[config.mk]
export PLATFORM = sky130hd
export DESIGN_NAME = dia_front
export DESIGN_NICKNAME = d
export VERILOG_FILES = /design/src/rtl/dia_pkg.sv /design/src/rtl/dia_front.sv
export SDC_FILE = /design/constraint.sdc
export NUM_CORES = 1
export LEC_CHECK = 0
export BUFFER_PORTS_ARGS = -buffer_cell sky130_fd_sc_hd__buf_2
export CAP_MARGIN = 20
export CORE_UTILIZATION = 45
export DETAILED_ROUTE_END_ITERATION = 8
export PLACE_DENSITY_LB_ADDON = 0.1
export SLEW_MARGIN = 30
export SYNTH_ARGS = -nofsm -noshare
export SYNTH_HDL_FRONTEND = slang
export SYNTH_SLANG_ARGS = --single-unit
export TNS_END_PERCENT = 10
[constraint.sdc]
create_clock -name clock -period 3.4 [get_ports clock]
set_input_delay 0 -clock clock [delete_from_list [all_inputs] [get_ports clock]]
set_output_delay 0 -clock clock [all_outputs]
set_load 0.05 [all_outputs]
[src/rtl/dia_pkg.sv]
// types, codes and constants shared by the descriptor index allocator
package dia_pkg;

   localparam int POOL_COUNT  = 4;
   localparam int POOL_W      = 2;
   localparam int VIEW_W      = 3;
   localparam int INDEX_W     = 10;
   localparam int INDEX_LIMIT = 1024;
   localparam int CAP_W       = 11;
   localparam int STRIDE_W    = 8;
   localparam int OFFSET_W    = 18;
   localparam int CSR_ADDR_W  = 3;
   localparam int REQ_DATA_W  = 16;
   localparam int RSP_DATA_W  = 48;

   localparam int QUEUE_DEPTH = 2;
   localparam int QUEUE_AW    = 1;
   localparam int QUEUE_CW    = 2;

   typedef enum logic {
      OP_ALLOC = 1'b0,
      OP_FREE  = 1'b1
   } op_type;

   typedef enum logic [1:0] {
      STATUS_OK           = 2'd0,
      STATUS_FULL         = 2'd1,
      STATUS_NOT_ALLOC    = 2'd2,
      STATUS_OUT_OF_RANGE = 2'd3
   } status_type;

   localparam logic [VIEW_W-1:0] VIEW_RTV     = 3'd0;
   localparam logic [VIEW_W-1:0] VIEW_DSV     = 3'd1;
   localparam logic [VIEW_W-1:0] VIEW_SAMPLER = 3'd5;

   localparam logic [POOL_W-1:0] POOL_RTV      = 2'd0;
   localparam logic [POOL_W-1:0] POOL_DSV      = 2'd1;
   localparam logic [POOL_W-1:0] POOL_RESOURCE = 2'd2;
   localparam logic [POOL_W-1:0] POOL_SAMPLER  = 2'd3;

   // register indexes: capacities first, then strides
   localparam logic [CSR_ADDR_W-1:0] CSR_RTV_CAPACITY = 3'd0;
   localparam logic [CSR_ADDR_W-1:0] CSR_RTV_STRIDE   = 3'd4;

   localparam logic [CAP_W-1:0] CAP_RESET [POOL_COUNT] =
      '{11'd64, 11'd64, 11'd1024, 11'd64};
   localparam logic [STRIDE_W-1:0] STRIDE_RESET = 8'd32;

   typedef struct packed {
      op_type              op;
      logic [POOL_W-1:0]   pool;
      logic [INDEX_W-1:0]  index;
   } item_type;

   typedef struct packed {
      logic     valid;
      item_type item;
   } queue_head_type;

   // first member lands in the top bits
   typedef struct packed {
      logic [CAP_W-1:0]    allocated_count;
      status_type          status;
      logic                shader_visible;
      logic [OFFSET_W-1:0] byte_offset;
      logic [INDEX_W-1:0]  slot_index;
      logic [POOL_W-1:0]   pool_id;
   } result_type;

   localparam int RESULT_W = $bits(result_type);

   function automatic logic [POOL_W-1:0] pool_of_view(input logic [VIEW_W-1:0] view);
      logic [POOL_W-1:0] pool;
      case (view)
         VIEW_RTV:     pool = POOL_RTV;
         VIEW_DSV:     pool = POOL_DSV;
         VIEW_SAMPLER: pool = POOL_SAMPLER;
         default:      pool = POOL_RESOURCE;
      endcase
      return pool;
   endfunction

endpackage

[src/rtl/dia_front.sv]
// request front end: decodes the pool of each word and queues it for the engine
module dia_front
   import dia_pkg::*;
(
   input  logic                  clock,
   input  logic                  reset,
   input  logic                  req_tvalid,
   output logic                  req_tready,
   input  logic [REQ_DATA_W-1:0] req_tdata,
   output queue_head_type        head,
   input  logic                  pop
);

   item_type                 queue_ff [QUEUE_DEPTH];
   logic [QUEUE_AW-1:0]      wr_ptr_ff, wr_ptr_in;
   logic [QUEUE_AW-1:0]      rd_ptr_ff, rd_ptr_in;
   logic [QUEUE_CW-1:0]      count_ff, count_in;
   item_type                 item_in;
   logic                     push;

   always_comb begin
      item_in.op    = op_type'(req_tdata[0]);
      item_in.pool  = pool_of_view(req_tdata[3:1]);
      item_in.index = req_tdata[13:4];
   end

   assign req_tready = (count_ff != QUEUE_CW'(QUEUE_DEPTH));
   assign push       = req_tvalid && req_tready;

   assign head.valid = (count_ff != '0);
   assign head.item  = queue_ff[rd_ptr_ff];

   always_comb begin
      wr_ptr_in = push ? wr_ptr_ff + 1'b1 : wr_ptr_ff;
      rd_ptr_in = pop  ? rd_ptr_ff + 1'b1 : rd_ptr_ff;
      count_in  = count_ff + QUEUE_CW'(push) - QUEUE_CW'(pop);
   end

   always_ff @(posedge clock) begin
      if (reset) begin
         wr_ptr_ff <= '0;
         rd_ptr_ff <= '0;
         count_ff  <= '0;
      end else begin
         wr_ptr_ff <= wr_ptr_in;
         rd_ptr_ff <= rd_ptr_in;
         count_ff  <= count_in;
      end
   end

   always_ff @(posedge clock) begin
      if (push) begin
         queue_ff[wr_ptr_ff] <= item_in;
      end
   end

endmodule

# Yosys cells after proc, flatten, opt, wreduce, memory -nomap -nowiden
# Memory sizes are Yosys's and may differ from the RTL's. A register that Yosys moved wholly into a read port is not among the register bits.
# Cells that the tools add are included.
[word_totals]
regBits = 4
latch_bits = 0
ramBits = 26
romBits = 0
in_bits = 20
out_inout_bits = 15
elab_cells = 19
memories = 1
[memory_table]
columns = ["memory", "depth", "word_bits", "read_ports", "rd_ports_with_merged_regs", "write_ports", "line", "rtl"]
rows = [
  ["queue_ff", 2, 13, 1, 1, 1, "dia_front.sv:14", "item_type queue_ff [QUEUE_DEPTH];"],
]
[op_classes]
addsub = 4
n_mul = 0
div_mod_pow = 0
order_cmp = 0
eq_ne = 3
n_shift = 0
mux = 5
bitwise_logic = 0
reduce_logical = 3
[ops]
columns = ["operator", "n"]
rows = [
  ["one-hot mux 2 bit (3 select lines)", 1],
  ["2-to-1 mux 1 bit", 4],
  ["== test 3 x 1 -> 1 bit, second input constant", 1],
  ["== test 3 bit, second input constant", 1],
  ["zero test 3 bit", 1],
  ["adder 1 bit, second input constant", 2],
  ["adder 2 x 1 -> 2 bit", 1],
  ["!= test 2 bit, second input constant", 1],
  ["nonzero test 2 bit", 1],
  ["subtractor 2 x 1 -> 2 bit", 1],
  ["logical AND 1 bit", 1],
]

# Logic depth before layout (Yosys ltp)
[depth]
ltp_word = 4
ltp_mapped = 7
depth_no_buf = 7

# Least setup slack after synthesis
# Ideal clock, no wire load.
[synth_timing]
path_kind = "register to register"
start = "register count_ff[0]"
end = "register count_ff[1]"
setup_time_ns = 0.065
arrival_time_ns = 1.906
required_time_ns = 3.335
slack_ns = 1.429
path_stages_with_launch = 7
period_less_slack_ns = 1.971
cell_sequence = "dfxtp_1 nand2b_1 nand2_1 xnor2_1 ha_1 or4b_1 nand4b_1"
[synth_via]
elab_chain_cells = 4
[synth_lines]
columns = ["item", "line", "rtl"]
rows = [
  ["from (decl)", "dia_front.sv:17", "logic [QUEUE_CW-1:0] count_ff, count_in;"],
  ["from (signal assigned)", "dia_front.sv:47", "count_ff <= count_in;"],
  ["!= test 2 bit", "dia_front.sv:27", "assign req_tready = (count_ff != QUEUE_CW'(QUEUE_DEPTH));"],
  ["named net req_tready", "dia_front.sv:8", "output logic req_tready,"],
  ["logical AND 1 bit", "dia_front.sv:28", "assign push = req_tvalid && req_tready;"],
  ["adder 2 x 1 -> 2 bit", "dia_front.sv:36", "count_in = count_ff + QUEUE_CW'(push) - QUEUE_CW'(pop);"],
  ["subtractor 2 x 1 -> 2 bit", "dia_front.sv:36", ""],
]
# The timed path passes the listed nets, and every way through them passes these cells.
# A chain may end at the register's enable or synchronous reset.

# Final worst setup path
[layout_timing]
start = "register count_ff[0]"
end = "register count_ff[1]"
[layout_via]
elab_chain_cells = 4
[layout_lines]
columns = ["item", "line"]
rows = [
  ["!= test 2 bit", "dia_front.sv:27"],
  ["logical AND 1 bit", "dia_front.sv:28"],
  ["adder 2 x 1 -> 2 bit *", "dia_front.sv:36"],
  ["subtractor 2 x 1 -> 2 bit *", "dia_front.sv:36"],
]
# Mark *: on every way between the ends. The rest lies on a longest branch, timed or not.

==> summary.txt <==
Post-Synthesis Mean Instance Area: 17.20 um^2
Total GRT Usage: 0.1664
number of pins exceeding their max-slew limit in the final report: 0
detailed-route via count: 752
switching share of power: 0.3182
CTS Root Cell: sky130_fd_sc_hd__clkbuf_4
cell-by-cell listing of the critical path: nand2b_1, nand2_1, xnor2_1, ha_1, inv_1, a2111oi_0, nand4b_1
residual antenna-violating net count after detailed routing: 0
Avg Vias per Cell: 4.915
Setup crit end kind: flip-flop
Layout area overhead: 31.81%
Max-slew headroom: 0.6217
CTS clock-pin slew for the worst setup and hold paths: 0.10 ns
number of maximum-capacitance constraint violations: 0
worst-margin pin slew: 0.5667 ns
cts-stage hold buffer count: 14
switching component of the power: 0.2812 mW
H-tree Lvls: 2
share of layout cells above drive strength 1: 0.3902
setup skew after layout: 0.008877 ns
TritonCTS clock tree: built
CP required: 3.67 ns
final setup fails: 0
Synth Instances: 70
Crit Path Class: flip-flop to flip-flop
die area: 2886 um^2
number of unique standard cell types used by synthesis: 23
Yosys warning count: 0
asr flop ratio synth: 0
share of power burned in combinational logic: 0.244
global route overflow: 0
Mapped Nets: 91
most common flop cell mapped by yosys: sky130_fd_sc_hd__edfxtp_1
# rows: 18
clock power share: 0.226
final estimated routing congestion in global placement: 0.5874
detailed placement HPWL: 1282 um
router iterations before antenna repair: 3
status: complete, no violations
layer carrying the most global-route usage: met2
final layout net count: 143
initial antenna violation count: 0
largest net degree at the start of global routing: 14
Core Footprint: 2500 um^2
number of enable-type register cells in the synthesized netlist: 26
number of primary I/O pins: 35
worst min-delay path category: input pin to flip-flop
master of the slowest instance on the critical path: sky130_fd_sc_hd__a2111oi_0
commonest cells after routing, fill and taps aside: sky130_fd_sc_hd__buf_2, sky130_fd_sc_hd__edfxtp_1, sky130_fd_sc_hd__dlygate4sd3_1
Final Hold Vio Count: 0
DR WL/cell: 12.81 um
maximum number of buffers from clock root to sink: 2
clock sink count: 31
cts bufs inserted: 5
unrepaired setup endpoints after global routing: false
antenna diode instance count: 0
initial standard-cell utilization of the core: 0.4815
final wirelength: 1960 um
overall power: 0.8838 mW
period utilisation layout: 0.5034
worst-skew pair later-pin latency: 0.33 ns
Worst Hold Slack: 0.004385 ns
#FFs+latches synth: 31
met2 global-route usage: 0.2572
area of the mapped netlist: 1204 um^2
critical-path maximum fanout: 5
total setup buffers inserted after CTS: 0
leakage power total: 0.6194 nW
slowest cell delay on critical path: 0.40 ns
vias in the first global route: 736
violation count after the first detailed-routing iteration: 13
Horiz. Die Dim: 53.72 um
kind of cell adding the most delay to the critical path: simple AND/OR/NAND/NOR gates
Fmax achieved: 584.3 MHz
Startpoint Class: flip-flop
PortBufs: 32
Power per Cell Area: 557.1 nW/um^2
arrival time worst endpoint: 1.98 ns
maximum vdd ir drop: 305.4 uV
final critical delay including setup and external delays: 1.712 ns
DRC violations left: 0
Global Route met1 Usage: 0.1805
fraction of met3 tracks used by global routing: 0.06215
Die Y: 53.72 um
CP Buf/Inv Count: 1
number of gates given a new drive strength after cts: 0
first-pass GRT wire length: 3056 um
Internal Dissipation: 0.6026 mW
register area share after synthesis: 0.7318
setup total negative slack: 0 ns
leading cell type in the layout, fill and taps excluded: sky130_fd_sc_hd__buf_2
part of the total power dissipated in sequential elements: 0.530
[worst reg2reg max path, delay by kind of cell, from the launching register on]
| family | cells | cell delay (ns) |
|---|---|---|
| buffers and inverters | 1 | 0.06 |
| xor gates and xnor gates | 1 | 0.14 |
| adders and majority gates | 1 | 0.23 |
| AOI/OAI and AO/OA | 1 | 0.40 |
| DFF | 1 | 0.37 |
| and+or+nand+nor | 3 | 0.46 |
[area by class of cell]
| cell class | instances | area, um^2 |
|---|---|---|
| clock buffer | 7 | 45.04 |
| clock inverter | 1 | 5.005 |
| fill | 193 | 913.4 |
| inverter | 3 | 11.26 |
| multi-input combinational | 35 | 306.5 |
| sequential | 31 | 880.8 |
| tap | 30 | 37.54 |
| timing repair buffer | 46 | 300.3 |
[cells by family after synthesis]
| logic type | synth area share |
|---|---|
| compound gates | 0.02599 |
| flops | 0.7318 |
| fa+ha+maj | 0.01039 |
| buf+inv | 0.01351 |
| simple gates | 0.08213 |
| xor+xnor | 0.01456 |
| mux | 0.1216 |
[per-layer routing]
layer | up-vias | part of all wire
met5 | - | 0
met4 | 0 | 0.032
met3 | 8 | 0.050
met2 | 20 | 0.49
met1 | 356 | 0.43
li1 | 368 | -
[synthesized netlist by cell type, types with 2 or more instances]
cell type / instances / area, um^2
sky130_fd_sc_hd__dfxtp_1: 5 / 100.1
sky130_fd_sc_hd__edfxtp_1: 26 / 780.8
sky130_fd_sc_hd__inv_1: 3 / 11.26
sky130_fd_sc_hd__mux2_1: 5 / 56.30
sky130_fd_sc_hd__mux2_2: 8 / 90.09
sky130_fd_sc_hd__nand2b_1: 2 / 12.51
sky130_fd_sc_hd__nand4b_1: 2 / 17.52
sky130_fd_sc_hd__nor2_1: 2 / 7.510
sky130_fd_sc_hd__nor2b_1: 2 / 12.51
sky130_fd_sc_hd__xnor2_1: 2 / 17.52
[sequential cells by signal (all words and copies together), names as in the netlist, named ones only]
register / count
count_ff: 2
queue_ff: 26
wr_ptr_ff: 1
rd_ptr_ff: 1
[worst paths after layout]
check,start,endpoint,slack (ns),depth (start not counted)
hold / removal,req_tdata[1],queue_ff[1][10]$_DFFE_PP_,0.004,2
setup reg to reg,count_ff[0]$_SDFF_PP0_,count_ff[1]$_SDFF_PP0_,1.69,7
setup / recovery,count_ff[0]$_SDFF_PP0_,count_ff[1]$_SDFF_PP0_,1.69,7
hold reg to reg,rd_ptr_ff$_SDFFE_PP0P_,flip-flop,0.53,2
[metrics by stage]
| stage | worst slack, ns | cells | instance area (um^2) | utilization |
|---|---|---|---|---|
| floorplan | 1.429 | 70 | 1204 | - |
| global placement | 1.793 | 131 | 1396 | 0.5586 |
| detailed placement | 1.689 | 131 | 1396 | 0.5586 |
| CTS | 1.686 | 153 | 1587 | 0.6346 |
| global route | 1.498 | 153 | 1587 | 0.6346 |
| finish | 1.688 | 153 | 1587 | 0.6346 |
[power groups by stage]
stage	Combinational [mW]	Sequential [mW]	Clock (mW)
floorplan	0.163	0.469	0
global placement	0.203	0.476	0
detailed placement	0.206	0.478	0
CTS	0.219	0.469	0.205
global route	0.232	0.473	0.224
finish	0.216	0.468	0.199
(Power assumes the default switching activity.)
